==> src/rtl/bsct_pkg.sv <==
package bsct_pkg;

    // Timer mode, one-hot
    typedef enum logic [3:0] {
        MODE_SET = 4'b0001,
        MODE_CNT = 4'b0010,
        MODE_CLR = 4'b0100,
        MODE_FIN = 4'b1000
    } t_mode;

    // Mode codes as reported on the result channel
    localparam logic [1:0] MODE_CODE_SET = 2'd0;
    localparam logic [1:0] MODE_CODE_CNT = 2'd1;
    localparam logic [1:0] MODE_CODE_CLR = 2'd2;
    localparam logic [1:0] MODE_CODE_FIN = 2'd3;

    // Configuration register indexes
    localparam logic REG_CLEAR_HOLD = 1'b0;
    localparam logic REG_ACCEL_HOLD = 1'b1;

    // Request kinds
    localparam logic ACT_SAMPLE = 1'b0;
    localparam logic ACT_TICK   = 1'b1;

    localparam logic [6:0] TIME_WRAP     = 7'd60;
    localparam logic [5:0] TIME_MAX      = 6'd59;
    localparam logic [5:0] FAST_STEP     = 6'd5;
    localparam logic [5:0] SLOW_STEP     = 6'd1;
    localparam logic [3:0] HELD_MAX      = 4'd15;
    localparam logic [3:0] CFG_RESET     = 4'd3;
    localparam int         SETTLE_PASSES = 8;

    typedef struct packed {
        t_mode      mode;
        logic       entered;
        logic [2:0] btn;
        logic       clr_before;
        logic [5:0] min_cnt;
        logic [5:0] sec_cnt;
        logic       min_fast;
        logic       sec_fast;
        logic [3:0] min_held;
        logic [3:0] sec_held;
        logic [3:0] clr_held;
        logic [1:0] rep;
        logic       counting;
        logic       done;
        logic       tick_en;
        logic       led;
    } t_state;

    typedef struct packed {
        logic [1:0] mode;
        logic [5:0] minutes_out;
        logic [5:0] seconds_out;
        logic       led_on;
        logic       running;
    } t_result;

    // Add with wrap to zero at sixty
    function automatic logic [5:0] add_wrap(input logic [5:0] v, input logic [5:0] step);
        logic [6:0] sum;
        sum = {1'b0, v} + {1'b0, step};
        return (sum >= TIME_WRAP) ? 6'd0 : sum[5:0];
    endfunction

    // True when v is a multiple of five (v below 64)
    function automatic logic is_mult5(input logic [5:0] v);
        logic hit;
        hit = 1'b0;
        for (int k = 0; k < 13; k++) begin
            if (v == 6'(5 * k)) hit = 1'b1;
        end
        return hit;
    endfunction

    function automatic logic [1:0] mode_code(input t_mode m);
        logic [1:0] c;
        case (m)
            MODE_SET: c = MODE_CODE_SET;
            MODE_CNT: c = MODE_CODE_CNT;
            MODE_CLR: c = MODE_CODE_CLR;
            MODE_FIN: c = MODE_CODE_FIN;
            default:  c = MODE_CODE_SET;
        endcase
        return c;
    endfunction

endpackage

==> src/rtl/bsct_in_if.sv <==
interface bsct_in_if;
    logic       valid;
    logic       ready;
    logic       action;
    logic [2:0] buttons;

    modport source (output valid, output action, output buttons, input ready);
    modport sink   (input valid, input action, input buttons, output ready);
endinterface

==> src/rtl/bsct_out_if.sv <==
interface bsct_out_if;
    logic       valid;
    logic       ready;
    logic [1:0] mode;
    logic [5:0] minutes_out;
    logic [5:0] seconds_out;
    logic       led_on;
    logic       running;

    modport source (output valid, output mode, output minutes_out, output seconds_out,
                    output led_on, output running, input ready);
    modport sink   (input valid, input mode, input minutes_out, input seconds_out,
                    input led_on, input running, output ready);
endinterface

==> src/rtl/bsct_update.sv <==
module bsct_update (
    input  bsct_pkg::t_state  i_state,
    input  logic              i_action,
    input  logic [2:0]        i_buttons,
    input  logic [3:0]        i_clear_hold,
    input  logic [3:0]        i_accel_hold,
    output bsct_pkg::t_state  o_state,
    output bsct_pkg::t_result o_result
);
    import bsct_pkg::*;

    always_comb begin
        t_state     s;
        logic       b0;
        logic       b1;
        logic       b2;
        logic [3:0] lim;
        logic       from_set;
        logic       stop;

        s = i_state;

        // Request phase: button sample or one-second tick
        if (i_action == ACT_SAMPLE) begin
            s.clr_before = s.btn[2];
            s.btn        = i_buttons;
        end else if (s.tick_en) begin
            if (s.mode == MODE_SET) begin
                if (s.btn[2]) s.clr_held = s.clr_held + 4'd1;
                if (s.rep[0] && s.btn[0]) begin
                    s.min_cnt = add_wrap(s.min_cnt, s.min_fast ? FAST_STEP : SLOW_STEP);
                    if (s.min_held != HELD_MAX) s.min_held = s.min_held + 4'd1;
                    if (!s.min_fast && s.min_held >= i_accel_hold && is_mult5(s.min_cnt))
                        s.min_fast = 1'b1;
                end
                if (s.rep[1] && s.btn[1]) begin
                    s.sec_cnt = add_wrap(s.sec_cnt, s.sec_fast ? FAST_STEP : SLOW_STEP);
                    if (s.sec_held != HELD_MAX) s.sec_held = s.sec_held + 4'd1;
                    if (!s.sec_fast && s.sec_held >= i_accel_hold && is_mult5(s.sec_cnt))
                        s.sec_fast = 1'b1;
                end
            end else if (s.mode == MODE_CNT) begin
                if (s.btn[2]) s.clr_held = s.clr_held + 4'd1;
                if (s.counting) begin
                    s.led = ~s.led;
                    if (s.sec_cnt == 6'd0) begin
                        if (s.min_cnt == 6'd0) begin
                            s.done = 1'b1;
                        end else begin
                            s.min_cnt = s.min_cnt - 6'd1;
                            s.sec_cnt = TIME_MAX;
                        end
                    end else begin
                        s.sec_cnt = s.sec_cnt - 6'd1;
                    end
                end
            end
        end

        b0       = s.btn[0];
        b1       = s.btn[1];
        b2       = s.btn[2];
        lim      = (i_clear_hold == 4'd0) ? 4'd1 : i_clear_hold;
        from_set = 1'b0;
        stop     = 1'b0;

        // Mode settling, a bounded number of transitions
        for (int p = 0; p < SETTLE_PASSES; p++) begin
            if (!stop) begin
                case (s.mode)
                    MODE_SET: begin
                        if (!b2 && s.clr_before) begin
                            s.mode = MODE_CNT; s.entered = 1'b0; s.tick_en = 1'b0;
                            from_set = 1'b1;
                        end else if (s.clr_held == lim) begin
                            s.mode = MODE_CLR; s.tick_en = 1'b0; s.clr_held = 4'd0;
                            s.entered = 1'b0; s.led = 1'b0;
                        end else begin
                            s.entered = 1'b1;
                            if (b0 || b1) begin
                                s.tick_en = 1'b1;
                                if (b0 && !s.rep[0]) begin
                                    s.min_fast = 1'b0; s.min_held = 4'd0; s.rep[0] = 1'b1;
                                    s.min_cnt  = add_wrap(s.min_cnt, SLOW_STEP);
                                end else if (!b0) begin
                                    s.rep[0] = 1'b0;
                                end
                                if (b1 && !s.rep[1]) begin
                                    s.sec_fast = 1'b0; s.sec_held = 4'd0; s.rep[1] = 1'b1;
                                    s.sec_cnt  = add_wrap(s.sec_cnt, SLOW_STEP);
                                end else if (!b1) begin
                                    s.rep[1] = 1'b0;
                                end
                            end else begin
                                s.tick_en = b2;
                                s.rep     = 2'b00;
                            end
                            stop = 1'b1;
                        end
                    end
                    MODE_CLR: begin
                        s.min_cnt = 6'd0;
                        s.sec_cnt = 6'd0;
                        if (b0 || b1) begin
                            s.mode = MODE_SET; s.entered = 1'b0;
                        end else begin
                            stop = 1'b1;
                        end
                    end
                    MODE_FIN: begin
                        if (!s.entered) begin
                            s.entered = 1'b1; s.led = 1'b1;
                        end
                        if (b0 || b1) begin
                            s.mode = MODE_SET; s.entered = 1'b0; s.led = 1'b0;
                        end else begin
                            stop = 1'b1;
                        end
                    end
                    MODE_CNT: begin
                        if (s.clr_held == lim) begin
                            s.mode = MODE_CLR; s.tick_en = 1'b0; s.counting = 1'b0;
                            s.clr_held = 4'd0; s.entered = 1'b0; s.led = 1'b0;
                        end else if (!from_set && !s.counting && (b0 || b1)) begin
                            s.mode = MODE_SET; s.tick_en = 1'b0; s.counting = 1'b0;
                            s.clr_held = 4'd0; s.entered = 1'b0; s.led = 1'b0;
                        end else if (s.done) begin
                            s.mode = MODE_FIN; s.entered = 1'b0; s.done = 1'b0;
                            s.tick_en = 1'b0;
                        end else begin
                            if (!s.entered) begin
                                s.entered = 1'b1; s.counting = 1'b0; s.tick_en = 1'b1;
                            end
                            // start/pause toggles on release of button 2
                            if (!b2 && s.clr_before) begin
                                s.counting   = ~s.counting;
                                s.led        = 1'b0;
                                s.clr_held   = 4'd0;
                                s.clr_before = 1'b0;
                            end
                            stop = 1'b1;
                        end
                    end
                    default: stop = 1'b1;
                endcase
            end
        end

        o_state              = s;
        o_result.mode        = mode_code(s.mode);
        o_result.minutes_out = s.min_cnt;
        o_result.seconds_out = s.sec_cnt;
        o_result.led_on      = s.led;
        o_result.running     = (s.mode == MODE_CNT) && s.counting;
    end

endmodule

==> src/rtl/button_set_countdown_timer_core.sv <==
// Minutes:seconds countdown timer set by three buttons.
// The result is registered at the edge that accepts the request.
// Throughput: one request per cycle; the single update path from the state
// register to the result register sets it; a full, unread result register stalls input.
// Reset (synchronous, active low) returns to SET at 00:00 with both config registers at 3.
module button_set_countdown_timer_core (
    input  logic       i_clk,
    input  logic       i_rst_n,
    input  logic       i_cfg_we,
    input  logic       i_cfg_idx,
    input  logic [3:0] i_cfg_data,
    bsct_in_if.sink    i_in,
    bsct_out_if.source o_out
);
    import bsct_pkg::*;

    logic [3:0] r_clear_hold;
    logic [3:0] r_accel_hold;
    t_state     r_state;
    t_state     n_state;
    t_result    r_result;
    t_result    n_result;
    logic       r_out_valid;
    logic       accept;

    // Request accepted whenever the result register is free or draining
    assign i_in.ready = !r_out_valid || o_out.ready;
    assign accept     = i_in.valid && i_in.ready;

    bsct_update u_update (
        .i_state      (r_state),
        .i_action     (i_in.action),
        .i_buttons    (i_in.buttons),
        .i_clear_hold (r_clear_hold),
        .i_accel_hold (r_accel_hold),
        .o_state      (n_state),
        .o_result     (n_result)
    );

    // Configuration registers
    always_ff @(posedge i_clk) begin
        if (!i_rst_n) begin
            r_clear_hold <= CFG_RESET;
            r_accel_hold <= CFG_RESET;
        end else if (i_cfg_we) begin
            case (i_cfg_idx)
                REG_CLEAR_HOLD: r_clear_hold <= i_cfg_data;
                REG_ACCEL_HOLD: r_accel_hold <= i_cfg_data;
                default: ;
            endcase
        end
    end

    // Timer state
    always_ff @(posedge i_clk) begin
        if (!i_rst_n) begin
            r_state <= '{mode: MODE_SET, default: '0};
        end else if (accept) begin
            r_state <= n_state;
        end
    end

    // Result register
    always_ff @(posedge i_clk) begin
        if (!i_rst_n) begin
            r_out_valid <= 1'b0;
        end else if (accept) begin
            r_out_valid <= 1'b1;
        end else if (o_out.ready) begin
            r_out_valid <= 1'b0;
        end
    end

    always_ff @(posedge i_clk) begin
        if (accept) begin
            r_result <= n_result;
        end
    end

    assign o_out.valid       = r_out_valid;
    assign o_out.mode        = r_result.mode;
    assign o_out.minutes_out = r_result.minutes_out;
    assign o_out.seconds_out = r_result.seconds_out;
    assign o_out.led_on      = r_result.led_on;
    assign o_out.running     = r_result.running;

endmodule
==> src/flat_wrapper.sv <==
// flat-port wrapper written by rule: the top's interface ports become plain ports
module button_set_countdown_timer_core_flat import bsct_pkg::*;
  (i_clk, i_rst_n, i_cfg_we, i_cfg_idx, i_cfg_data, i_in_valid, i_in_action, i_in_buttons, i_in_ready, o_out_valid, o_out_mode, o_out_minutes_out, o_out_seconds_out, o_out_led_on, o_out_running, o_out_ready);
  bsct_in_if i_in_i ();
  bsct_out_if o_out_i ();
  input  logic i_clk;
  input  logic i_rst_n;
  input  logic i_cfg_we;
  input  logic i_cfg_idx;
  input  logic [3:0] i_cfg_data;
  input wire logic [$bits(i_in_i.valid)-1:0] i_in_valid;
  input wire logic [$bits(i_in_i.action)-1:0] i_in_action;
  input wire logic [$bits(i_in_i.buttons)-1:0] i_in_buttons;
  output wire logic [$bits(i_in_i.ready)-1:0] i_in_ready;
  output wire logic [$bits(o_out_i.valid)-1:0] o_out_valid;
  output wire logic [$bits(o_out_i.mode)-1:0] o_out_mode;
  output wire logic [$bits(o_out_i.minutes_out)-1:0] o_out_minutes_out;
  output wire logic [$bits(o_out_i.seconds_out)-1:0] o_out_seconds_out;
  output wire logic [$bits(o_out_i.led_on)-1:0] o_out_led_on;
  output wire logic [$bits(o_out_i.running)-1:0] o_out_running;
  input wire logic [$bits(o_out_i.ready)-1:0] o_out_ready;
  assign i_in_i.valid = i_in_valid;
  assign i_in_i.action = i_in_action;
  assign i_in_i.buttons = i_in_buttons;
  assign i_in_ready = i_in_i.ready;
  assign o_out_valid = o_out_i.valid;
  assign o_out_mode = o_out_i.mode;
  assign o_out_minutes_out = o_out_i.minutes_out;
  assign o_out_seconds_out = o_out_i.seconds_out;
  assign o_out_led_on = o_out_i.led_on;
  assign o_out_running = o_out_i.running;
  assign o_out_i.ready = o_out_ready;
  button_set_countdown_timer_core u_core (.i_clk(i_clk), .i_rst_n(i_rst_n), .i_cfg_we(i_cfg_we), .i_cfg_idx(i_cfg_idx), .i_cfg_data(i_cfg_data), .i_in(i_in_i), .o_out(o_out_i));
endmodule
==> config.mk <==
export PLATFORM = sky130hd
export DESIGN_NAME = button_set_countdown_timer_core_flat
export DESIGN_NICKNAME = d
export VERILOG_FILES = /design/src/rtl/bsct_pkg.sv /design/src/rtl/bsct_in_if.sv /design/src/rtl/bsct_out_if.sv /design/src/rtl/bsct_update.sv /design/src/rtl/button_set_countdown_timer_core.sv /design/src/flat_wrapper.sv
export SDC_FILE = /design/constraint.sdc
export NUM_CORES = 1
export LEC_CHECK = 0
export ABC_AREA = 1
export BUFFER_PORTS_ARGS = -buffer_cell sky130_fd_sc_hd__buf_4
export CAP_MARGIN = 20
export CORE_UTILIZATION = 55
export CTS_CLUSTER_DIAMETER = 150
export DETAILED_ROUTE_END_ITERATION = 12
export PLACE_DENSITY_LB_ADDON = 0.12
export SYNTH_ARGS = -nofsm -noshare
export SYNTH_HDL_FRONTEND = slang
export SYNTH_SLANG_ARGS = --single-unit
==> constraint.sdc <==
create_clock -name i_clk -period 8 [get_ports i_clk]
set_input_delay 0.4 -clock i_clk [delete_from_list [all_inputs] [get_ports i_clk]]
set_output_delay 0.4 -clock i_clk [all_outputs]
set_load 0.01 [all_outputs]
==> Word level (Yosys, flattened, before mapping) <==
Index checks and enable logic that the tools add are counted.
{ "op_classes": {"n_addsub": 23, "multipliers": 0, "n_div": 0, "n_lt_le_gt_ge": 20, "eq_ne": 69, "shift": 0, "mux": 698, "bitwise": 10, "reduce_logical": 99} }
{ "op_table": {"columns": ["operator", "count"], "rows": [
  ["1-bit two-way mux", 380],
  ["4-bit two-way mux", 89],
  ["22-bit two-way mux", 16],
  ["5-bit two-way mux", 47],
  ["33-bit two-way mux", 7],
  ["6-bit two-way mux", 38],
  ["28-bit two-way mux", 8],
  ["12-bit case mux with 2 select lines", 8],
  ["5-bit case mux with 4 select lines", 8],
  ["7-bit by 6-bit >= comparator with 1-bit output (second input constant)", 18],
  ["6-bit by 1-bit adder with 7-bit output (second input constant)", 16],
  ["2-bit two-way mux", 48],
  ["10-bit two-way mux", 9],
  ["6-bit == test (second input constant)", 12],
  ["4-bit case mux with 2 select lines", 8],
  ["26-bit two-way mux", 2],
  ["12-bit two-way mux", 4],
  ["1-bit logical AND", 47],
  ["1-bit case mux with 3 select lines", 15],
  ["4-bit by 2-bit == test with 1-bit output (second input constant)", 9],
  ["4-bit by 3-bit == test with 1-bit output (second input constant)", 9],
  ["4-bit == test (second input constant)", 9],
  ["6-bit by 5-bit == test with 1-bit output (second input constant)", 6],
  ["1-bit zero test", 35],
  ["19 further kinds", 71]
]} }
{ "word_totals": {"register_bits": 66, "latch_bits": 0, "ram_bits": 0, "romBits": 0, "in_bits": 14, "out_inout_bits": 18, "elab_cells": 943, "mem_count": 0} }

==> Logic depth before layout (Yosys ltp) <==
Gate-level depths: netlist (run 1).
{ "depth": {"depth_word": 136, "ltp_mapped": 56, "mapped_depth_nobuf": 56} }

==> By module <==
Synthesis (run 1) repeated with hierarchy kept, for this count alone.
{ "unflattened": {"hier_cells": 1759, "area_unflattened_um2": 9695.5} }
{ "by_module_without_submodules": {"columns": ["mod", "n_inst", "cells_per_inst", "area_each_um2", "seq_area_each_um2"], "rows": [
  ["bsct_update", 1, 1432, 7054.3, 0.0],
  ["button_set_countdown_timer_core", 1, 327, 2641.3, 1481.4]
]} }

==> Worst setup path before layout (run 1) <==
No wires, ideal clock.
{ "synth_path": {"kind": "register to register", "startpoint": "reg u_core.r_state[20] (netlist bit)", "endpoint": "reg u_core.r_result (netlist bit u_core.o_out.minutes_out[4]) (data pin)", "setup_time_ps": 253, "arrival_ps": 5192, "required_ps": 7747, "slack_ps": 2554, "path_stages_with_launch": 53, "path_buffers": 0, "period_less_slack_ps": 5446, "cell_sequence": "dfxtp_1 clkinv_1 ha_1 nand4_1 nor2_2 nand2_1 inv_1 nor2_1 nor2_1 nor2_1 nand2_1 nand2_1 ha_1 inv_1 nand2_1 nand3_1 nor2_1 nand2_1 [... 17 more ...] nand3_1 nor2_1 nand2_2 nand3_1 nand2_1 nand2_1 nand2_2 ha_1 nand2_1 nand3_1 nor2_1 nand2_2 nand2_1 nand2_1 nand2_1 nand2_1 nand2_1 nand2_1"} }
{ "synth_lines": {"columns": ["element", "line", "source"], "rows": [
  ["start: declaration", "button_set_countdown_timer_core.sv:19", "t_state r_state;"],
  ["start signal: assignment", "button_set_countdown_timer_core.sv:59", "r_state <= n_state;"],
  ["end signal: assignment", "button_set_countdown_timer_core.sv:76", "r_result <= n_result;"],
  ["end: declaration", "button_set_countdown_timer_core.sv:21", "t_result r_result;"]
]} }

==> Final worst setup path (run 1) <==
{ "layout_path": {"startpoint": "reg u_core.r_state[20] (netlist bit)", "endpoint": "reg u_core.r_state[30] (netlist bit)"} }
{ "layout_via": {"elab_chain_len": 88, "elab_cells_between_ends": 461, "classes_between": "add/sub: 8; order compare: 8; eq/ne: 33; mux: 358; bitwise: 5; reduce/logical: 49"} }
{ "layout_lines": {"columns": ["element", "line", "source"], "rows": [
  ["6-bit zero test *", "bsct_update.sv:46", "if (s.sec_cnt == 6'd0) begin"],
  ["parallel branches: the longest is 86 deep, another holds 6-bit by 1-bit adder with 7-bit output", null, null],
  ["33-bit two-way mux *", "bsct_update.sv:69", "if (!stop) begin"]
]} }
Every way passes the cells marked *. The select of a mux whose other input is x is not followed.
A chain may end at the register's enable or synchronous reset.

==> impl_metrics.ini, run 1 <==
[run_status]
outcome = finished clean

[critical_path]
endpoint_kind = register
startpoint_type = register
cp_max_fo = 8
critPathSlowestCell = dfxtp_1
critPathArrivalTime_ps = 6790
cpMostUsedCell = nand2_1
crit_required_ps = 8240
path_class = reg2reg
slowest_delay_ps = 480

[cts]
clkSlewWorstSetupHoldPaths_ps = 60
clock_sinks = 66
clk_path_buf_depth = 2
cts_tree = done
post_cts_buffers = 0
clock_latency_ps = 350
cts-root-buf = clkbuf_16
h-tree-depth = 3
cts_resized = 0
hold_buffers = 0
numCtsBuffers = 9

[power_and_ir_drop]
p_leak_nw = 4.86
p_comb_share_pct = 77.0
power_switching_mw = 2.49
p_clk_share_pct = 10.0
p_per_area_nw_per_um2 = 428
peakVddDrop_v = 0.000313
p_sw_share_pct = 60.0
totalPowerFinal_mw = 4.15
p_int_mw = 1.66
seqPwrFrac_pct = 13.0

[logic_synthesis]
ys_seq_elements = 66
synthArstFlopShare_pct = 0
syn-mean-instance-area_um2 = 5.59
ys_types = 60
synth.most_common_cell = nand2_1
yosys_warnings = 0
synth.top_cells.by_area = nand2_1, dfxtp_1, inv_1
synthTopCellsByCount = nand2_1, inv_1, nor2_1, nand3_1, a21oi_1
syn_inst = 1606
synthDominantCellAreaShare_pct = 20.3
seq_area_frac_synth_pct = 16.5
syn-cell-area_um2 = 8980
synth-main-ff-cell = dfxtp_1
synthesis.nets = 1645
synth_top_area_cell = nand2_1
synth-edff-count = 16

[sta]
tightest_slew_ps = 1030
fin_crit_ps = 6550
clock_skew_ps = 9.58
setup_violations = 0
rsz0062_at_grt = false
finalCritPeriodShare_pct = 81.8
drv_slew = 0
hold_violations = 0
fin_setup_tns_ps = 0
fmax_mhz = 153
slew_headroom_pct = 31.0

[global_routing]
grt_pass1_vias = 9290
grt_overflow = 0
grt_max_degree = 48
grtUsageTotal_pct = 35.1
antenna_found_initial = 0
grt_pass1_wl_um = 46000

[finish]
syn_to_final_growth_pct = 8.08
nNetsFinal = 1665
drive_above_1_share_pct = 12.4
final_core_util_pct = 61.1
final_cells = 1847
diodes = 0

[routing]
wl_per_cell_um = 15.8
detail-route-antenna-nets = 0
drt_iter0_drc = 813
vias = 10500
first_pass_iters = 6
drc = 0
finalWirelength_um = 29300
vias_per_cell = 5.67

[placed_design]
place_congestion = 0.966
io_buffer_count = 31
dpl.cell_count = 1831
place_hpwl_um = 22700

[floorplanning]
rows = 46
dieHeight_um = 130
die_w_um = 130
initial_core_util_pct = 56.5
die-area_um2 = 16800
ioPinCount = 32
core_area_um2 = 15900

[min_path]
min_path_type = in2reg

[run]
drv_cap = 0
-- power groups by stage --
stage / sequential [mW] / clock, mW / combinational (mW)
6_report: 0.538 / 0.414 / 3.20
5_1_grt: 0.545 / 0.430 / 3.53
4_1_cts: 0.535 / 0.418 / 3.14
3_5_place_dp: 0.541 / 0 / 3.12
3_3_place_gp: 0.544 / 0 / 3.11
2_1_floorplan: 0.526 / 0 / 2.36
-- final timing paths --
path / startpoint / endpoint / slack (ps) / cells after the start
setup / recovery: u_core.r_state[20]$_SDFFE_PN0P_ / u_core.r_state[30]$_SDFFE_PN0P_ / 1450 / 54
hold / removal: i_cfg_data[0] / u_core.r_clear_hold[0]$_SDFFE_PN1P_ / 270 / 3
setup reg to reg: u_core.r_state[20]$_SDFFE_PN0P_ / u_core.r_state[30]$_SDFFE_PN0P_ / 1450 / 54
hold reg to reg: u_core.r_state[33]$_SDFFE_PN0P_ / u_core.r_state[33]$_SDFFE_PN0P_ / 470 / 2
-- flip-flops by register name, indices dropped and copies added (netlist names), 2 cells and up --
register / cells
u_core.r_accel_hold: 4
u_core.r_state: 41
u_core.o_out.mode: 2
u_core.o_out.seconds_out: 6
u_core.r_clear_hold: 4
u_core.o_out.minutes_out: 6
-- cells in the final DEF, fill, tap and decap left out, types with 3 or more instances in the layout --
cell type and count:
clkbuf_16 11, inv_2 35, a31oi_1 9, nand3_2 8, ha_1 25, inv_1 212
nand3b_1 6, o21ai_2 7, buf_4 38, o21ai_1 13, xor2_2 3, a21oi_2 7
nand2_1 486, nor2_1 159, nor2_4 9, nand2_2 45, nor3_1 10, a22oi_1 6
xnor2_1 3, or2_1 4, o22ai_1 6, o21a_1 4, o21ai_0 82, nor2_2 12
clkinv_1 4, a21oi_1 97, dfxtp_1 50, o211ai_1 13, nand4_1 50, edfxtp_1 16
nand2_4 6, nand3_1 136, xor2_1 21
-- critical path, delay by kind of cell (launching register included) --
kind | cells | cell delay (ps)
adder cells (fa/ha/maj) | 5 | 1270
flip-flops | 1 | 480
AND/OR/NAND/NOR | 44 | 4190
buffers and inverters | 5 | 490
-- metal layers --
| metal | vias up | wire length [um] | global-route usage [%] | part of all wire (%) |
|---|---|---|---|---|
| met5 | - | 0 | 0 | 0 |
| met4 | 0 | 1020 | 13.5 | 3.5 |
| met3 | 77 | 2120 | 5.86 | 7.3 |
| met2 | 422 | 13800 | 60.9 | 47 |
| met1 | 4698 | 12300 | 43.4 | 42 |
| li1 | 5269 | - | - | - |
-- area by class of cell --
class	count	area, um2
inverters	251	942
flip-flops and latches	66	1480
well taps	216	270
clock inverters	4	26.3
clock buffers	12	279
repair buffers	38	285
fillers	1697	6180
multi-input cells	1260	6420
-- kinds of logic after synthesis --
family,after synthesis,share of synthesized area (%)
XOR/XNOR,28,3.07
buffers and inverters,280,12.0
flip-flops,66,16.5
AND/OR/NAND/NOR,943,47.7
adder cells (fa/ha/maj),25,3.48
AO/OA/AOI/OAI,264,17.2
-- through the flow --
step | hold WS, ps | area (um2) | worst slack [ps]
finish | 275 | 9710 | 1450
CTS | 270 | 9710 | 1540
floorplan | 429 | 8980 | 2550
global placement | 455 | 9400 | 1510
detailed placement | 462 | 9400 | 1580
global route | 279 | 9710 | 803
Note: power is estimated with default switching activity, not from simulation.
==> inputs of run 2 (changes only) <==
==> constraint.sdc (replaced) <==
create_clock -name i_clk -period 5.6 [get_ports i_clk]
set_input_delay 0.28 -clock i_clk [delete_from_list [all_inputs] [get_ports i_clk]]
set_output_delay 0.28 -clock i_clk [all_outputs]
set_load 0.01 [all_outputs]
==> run 2 against run 1 <==
- the flow now finishes with violations (setup timing)
- wire length is 9.6% higher
- non-clock buffer count grew 164
- clock-buffer cell count is 3 lower
- combinational power is 95% higher
- power grew 83%
- sequential share of layout area decreased by 2.6 points
- design area is 22% higher
- core utilization increased by 14 points
- sequential power up 41%
- critical path type unchanged
- critical endpoint is now u_core.r_state[20]$_SDFFE_PN0P_
- largest cell class unchanged
==> impl_metrics.ini, run 2 (synthesis results as in run 1) <==
[run_status]
outcome = finished, violations left
violations = setup timing

[sta]
fin_crit_ps = 5740
rsz0062_at_grt = true
tightest_slew_ps = 667
fmax_mhz = 174
finalCritPeriodShare_pct = 102
clock_skew_ps = 11.3
slew_headroom_pct = 55.1
hold_violations = 0
drv_slew = 0
worst_slack_ps = -137
holdWs_ps = 137
setup_violations = 10

[cts]
cts_tree = done
numCtsBuffers = 9
clock_latency_ps = 350
clk_path_buf_depth = 2
cts-root-buf = clkbuf_16
clock_sinks = 66
h-tree-depth = 3
clkSlewWorstSetupHoldPaths_ps = 70
hold_buffers = 0

[finish]
stdcell_area_um2 = 11900
drive_above_1_share_pct = 29.6
fillers = 1311
nNetsFinal = 1829
regMostFlops = u_core.r_state
final_common_cell = nand2_1
diodes = 0
syn_to_final_growth_pct = 32.0
largest_reg_flops = 41
layout_common_cells = nand2_1, inv_1, buf_4, nor2_1, nand3_1

[critical_path]
cp_num_cells = 52
critPathSlowestCell = dfxtp_4
slowest_delay_ps = 360
cp_max_fo = 6
path_class = reg2reg
startpoint_type = register
cpLargestDelayFamily = simple AND/OR/NAND/NOR gates
crit_required_ps = 5890
critPathArrivalTime_ps = 6030
r2r_cells = 52
crit_buf_inv = 3
endpoint_kind = register
cpMostUsedCell = nand2_2

[placed_design]
place_congestion = 1.04
place_hpwl_um = 23200
io_buffer_count = 31
dpl_worst_slack_ps = -61.8
placed_area_um2 = 10300

[floorplanning]
die_w_um = 130
rows = 46
ioPinCount = 32
dieHeight_um = 130
initial_core_util_pct = 56.5
core_area_um2 = 15900
die-area_um2 = 16800

[power_and_ir_drop]
p_leak_nw = 5.83
totalPowerFinal_mw = 7.62
p_int_mw = 3.39
seqPwrFrac_pct = 9.9
peakVddDrop_v = 0.000480
p_per_area_nw_per_um2 = 642
power_switching_mw = 4.23
p_comb_share_pct = 82.1
p_sw_share_pct = 55.5
p_clk_share_pct = 8.0

[routing]
finalWirelength_um = 32100
vias = 11700
vias_per_cell = 5.81
drc = 0
detail-route-antenna-nets = 0
first_pass_iters = 7
wl_per_cell_um = 16.0
drt_iter0_drc = 1100

[global_routing]
grt_pass1_wl_um = 47300
antenna_found_initial = 0
grt_max_degree = 46
grt_overflow = 0
grt_pass1_vias = 9947
grtUsageTotal_pct = 35.4

[min_path]
min_path_type = in2reg
hold-path-cell-count = 3

[run]
drv_cap = 0
## run 2: metrics by stage
stage / util, % / TNS [ps] / std cells
after floorplan: - / 0 / 1606
after global placement: 65.1 / 0 / 1957
after detailed placement: 65.1 / -246 / 1957
after CTS: 67.4 / 0 / 1973
after global routing: 74.6 / -5980 / 2011
final: 74.6 / -948 / 2011
## run 2: per-layer routing
| layer | vias to the layer above | share of wire (%) | GRT usage [%] | routed length [um] |
|---|---|---|---|---|
| li1 | 5595 | - | - | - |
| met1 | 5364 | 39 | 44.9 | 12600 |
| met2 | 603 | 48 | 60.4 | 15300 |
| met3 | 113 | 8.7 | 4.31 | 2790 |
| met4 | 0 | 4.2 | 15.5 | 1340 |
| met5 | - | 0 | 0 | 0 |
## run 2: final cells by class
type / count / area (um2) / share of cell area, %
Clock buffer: 9 / 225 / 1.90
Clock inverter: 7 / 83.8 / 0.707
Inverter: 251 / 948 / 8.00
Multi-Input combinational cell: 1260 / 7230 / 61.0
Sequential cell: 66 / 1500 / 12.7
Tap cell: 216 / 270 / 2.28
Timing Repair Buffer: 202 / 1590 / 13.4
## run 2: final timing paths
path / from / to / slack [ps]
setup / recovery: u_core.r_state[18]$_SDFFE_PN0P_ / u_core.r_state[20]$_SDFFE_PN0P_ / -140
hold reg to reg: u_core.r_state[13]$_SDFFE_PN0P_ / u_core.r_state[13]$_SDFFE_PN0P_ / 470
setup reg to reg: u_core.r_state[18]$_SDFFE_PN0P_ / u_core.r_state[20]$_SDFFE_PN0P_ / -140
hold / removal: i_cfg_data[0] / u_core.r_accel_hold[0]$_SDFFE_PN1P_ / 140
## run 2: tightest hold or removal path, cell delays in order
cell and delay, ps:
buf_4 90, nand2_1 50, nand3_1 50
## run 2: power by group through the flow
stage / registers [mW] / logic [mW] / clock network [mW]
detailed placement: 0.745 / 5.27 / 0
global route: 0.767 / 6.76 / 0.632
finish: 0.756 / 6.25 / 0.609
global placement: 0.745 / 5.21 / 0
CTS: 0.739 / 5.31 / 0.613
floorplan: 0.752 / 3.37 / 0
## run 2: timing repair
| item | 4_1_cts | 5_1_grt |
|---|---|---|
| resized for setup | 12 | 225 |
| setup buffers | 0 | 38 |
| pin swaps | 1 | 73 |
| gates cloned | 0 | 0 |
| endpoints found under the setup margin | 18 | 34 |
==> inputs of run 3 (changes only) <==
--- a/config.mk
+++ b/config.mk
@@ -6,6 +6,7 @@
 export NUM_CORES = 1
 export LEC_CHECK = 0
 export ABC_AREA = 1
+export ABC_CLOCK_PERIOD_IN_PS = 5600
 export BUFFER_PORTS_ARGS = -buffer_cell sky130_fd_sc_hd__buf_4
 export CAP_MARGIN = 20
 export CORE_UTILIZATION = 55
@@ -14,4 +15,5 @@
 export PLACE_DENSITY_LB_ADDON = 0.12
 export SYNTH_ARGS = -nofsm -noshare
 export SYNTH_HDL_FRONTEND = slang
+export SYNTH_HIERARCHICAL = 1
 export SYNTH_SLANG_ARGS = --single-unit
==> constraint.sdc (replaced) <==
create_clock -name i_clk -period 5.6 [get_ports i_clk]
set_input_delay 0.28 -clock i_clk [delete_from_list [all_inputs] [get_ports i_clk]]
set_output_delay 0.28 -clock i_clk [all_outputs]
set_load 0.05 [all_outputs]
==> run 3 against run 2 <==
- the flow still finishes with violations (setup timing)
- worst hold slack better by 16 ps
- clock skew increased by 1.2 ps
- flip-flop and latch count did not move
- final cell count rose by 11%
- largest cell class unchanged
==> impl_metrics.ini, run 3 <==
[run_status]
outcome = finished, violations left
violations = setup timing

[logic_synthesis]
ys_seq_elements = 66
seq_area_frac_synth_pct = 15.3
synthDominantCellAreaShare_pct = 19.7
synthArstFlopShare_pct = 0
synth.most_common_cell = nand2_1
syn-cell-area_um2 = 9700
syn-mean-instance-area_um2 = 5.51
synth.top_cells.by_area = nand2_1, dfxtp_1, inv_1
syn_inst = 1759
synth-edff-count = 16
synth-main-ff-cell = dfxtp_1
synthesis.nets = 1798
synth_top_area_cell = nand2_1
ys_types = 61
yosys_warnings = 6
synthTopCellsByCount = nand2_1, inv_1, nor2_1, nand3_1, a21oi_1

[cts]
clkSlewWorstSetupHoldPaths_ps = 60
h-tree-depth = 3
cts_tree = done
hold_buffers = 0
clock_latency_ps = 350
clk_path_buf_depth = 2
clock_sinks = 66
cts-root-buf = clkbuf_16
numCtsBuffers = 9

[global_routing]
grt_overflow = 0
grt_pass1_vias = 11200
grtUsageTotal_pct = 37.6
grt_pass1_wl_um = 54500
antenna_found_initial = 0
grt_max_degree = 84

[floorplanning]
core_area_um2 = 17200
ioPinCount = 32
die-area_um2 = 18200
dieHeight_um = 135
rows = 48
initial_core_util_pct = 56.3
die_w_um = 135

[min_path]
min_path_type = in2reg

[finish]
final_common_cell = nand2_1
syn_to_final_growth_pct = 34.9
layout_common_cells = nand2_1, buf_4, inv_1, nor2_1, nand3_1
regMostFlops = u_core/r_state
largest_reg_flops = 41
drive_above_1_share_pct = 31.2
seq_area_um2 = 1500
fillers = 1436
multiInputGateArea_um2 = 7690
diodes = 0
nNetsFinal = 2051

[placed_design]
io_buffer_count = 31
dpl_worst_slack_ps = -278
place_congestion = 0.967
place_hpwl_um = 26300

[critical_path]
path_class = reg2reg
crit_buf_inv = 8
startpoint_type = register
critPathSlowestCell = dfxtp_2
cpMostUsedCell = nand2_1
slowest_delay_ps = 340
endpoint_kind = register
cp_max_fo = 6
critPathArrivalTime_ps = 5940
crit_required_ps = 5880
cpLargestDelayFamily = simple AND/OR/NAND/NOR gates

[routing]
vias_per_cell = 5.75
finalWirelength_um = 36200
drt_iter0_drc = 1198
detail-route-antenna-nets = 0
first_pass_iters = 6
wl_per_cell_um = 16.2
drc = 0
vias = 12900

[sta]
tightest_slew_ps = 874
hold_violations = 0
fin_setup_tns_ps = -435
clock_skew_ps = 12.5
rsz0062_at_grt = true
drv_slew = 0
worst_slack_ps = -63.8
setup_violations = 10
fmax_mhz = 177
finalCritPeriodShare_pct = 101
slew_headroom_pct = 41.7
fin_crit_ps = 5660

[power_and_ir_drop]
p_leak_nw = 6.73
peakVddDrop_v = 0.000389
p_per_area_nw_per_um2 = 506

[run]
drv_cap = 0
## run 3: changes by cell type in the layout (fill, tap and decap cells not counted), moves of 12 or more
cell / delta
buf_4: +99
nand2_1: +24
nor2_4: -12
nor2_1: +38
inv_1: +26
nand3_1: +32
## run 3: logic make-up after synthesis
| kind of cell | count (synthesis) | synth area share, % |
|---|---|---|
| AO/OA/AOI/OAI | 264 | 15.6 |
| XOR/XNOR | 26 | 2.43 |
| adder cells (fa/ha/maj) | 25 | 3.23 |
| buffers and inverters | 326 | 14.0 |
| flip-flops | 66 | 15.3 |
| multiplexers | 4 | 0.439 |
| AND/OR/NAND/NOR | 1048 | 49.0 |
## run 3: through the flow
step	std cells	area (um2)	power [mW]	util, %	hold WS (ps)
final	2241	13100	6.61	75.9	153
after global routing	2241	13100	7.06	75.9	155
after CTS	2212	12100	5.91	70.0	134
after detailed placement	2191	11600	5.25	67.5	474
after global placement	2191	11600	5.24	67.5	464
after floorplan	1759	9700	3.58	-	393
## run 3: final timing paths
check,startpoint,endpoint,slack (ps),cells after the start
worst min register to register,u_core/r_state[2]$_SDFFE_PN0P_,u_core/r_state[2]$_SDFFE_PN0P_,490,2
worst max-delay path,u_core/r_state[39]$_SDFFE_PN0P_,u_core/r_state[30]$_SDFFE_PN0P_,-60,54
worst max register to register,u_core/r_state[39]$_SDFFE_PN0P_,u_core/r_state[30]$_SDFFE_PN0P_,-60,54
worst min-delay path,i_cfg_data[1],u_core/r_accel_hold[1]$_SDFFE_PN1P_,150,3
## run 3: per-layer routing
layer | GRT usage (%) | routed length, um | vias to the layer above
met2 | 62.6 | 16900 | 621
met1 | 49.5 | 14900 | 5949
met5 | 0 | 0 | -
li1 | - | - | 6179
met3 | 4.77 | 3180 | 127
met4 | 13.7 | 1310 | 0
## run 3: repair_timing
| action | in CTS | in global routing |
|---|---|---|
| pin swaps | 14 | 94 |
| buffers inserted | 6 | 29 |
| setup endpoints to repair | 18 | 46 |
| gates resized for setup | 33 | 208 |
## run 3: tightest hold or removal path: stages
cell     delay, ps
buf_4           90
nand2_1         50
nand3_1         50
## run 3: report_power, final
part / internal, mW / switching (mW) / total, mW / leakage [nW]
clock network: 0.300 / 0.249 / 0.549 / 0.136
registers: 0.626 / 0.0991 / 0.725 / 0.578
logic: 2.15 / 3.19 / 5.34 / 6.01
total: 3.07 / 3.54 / 6.61 / 6.73
## run 3: cell type report
cell class | count | area share (%)
clock buffers | 9 | 1.72
clock inverters | 6 | 0.325
inverters | 268 | 7.71
multi-input cells | 1367 | 58.8
flip-flops and latches | 66 | 11.4
well taps | 225 | 2.15
repair buffers | 300 | 17.8
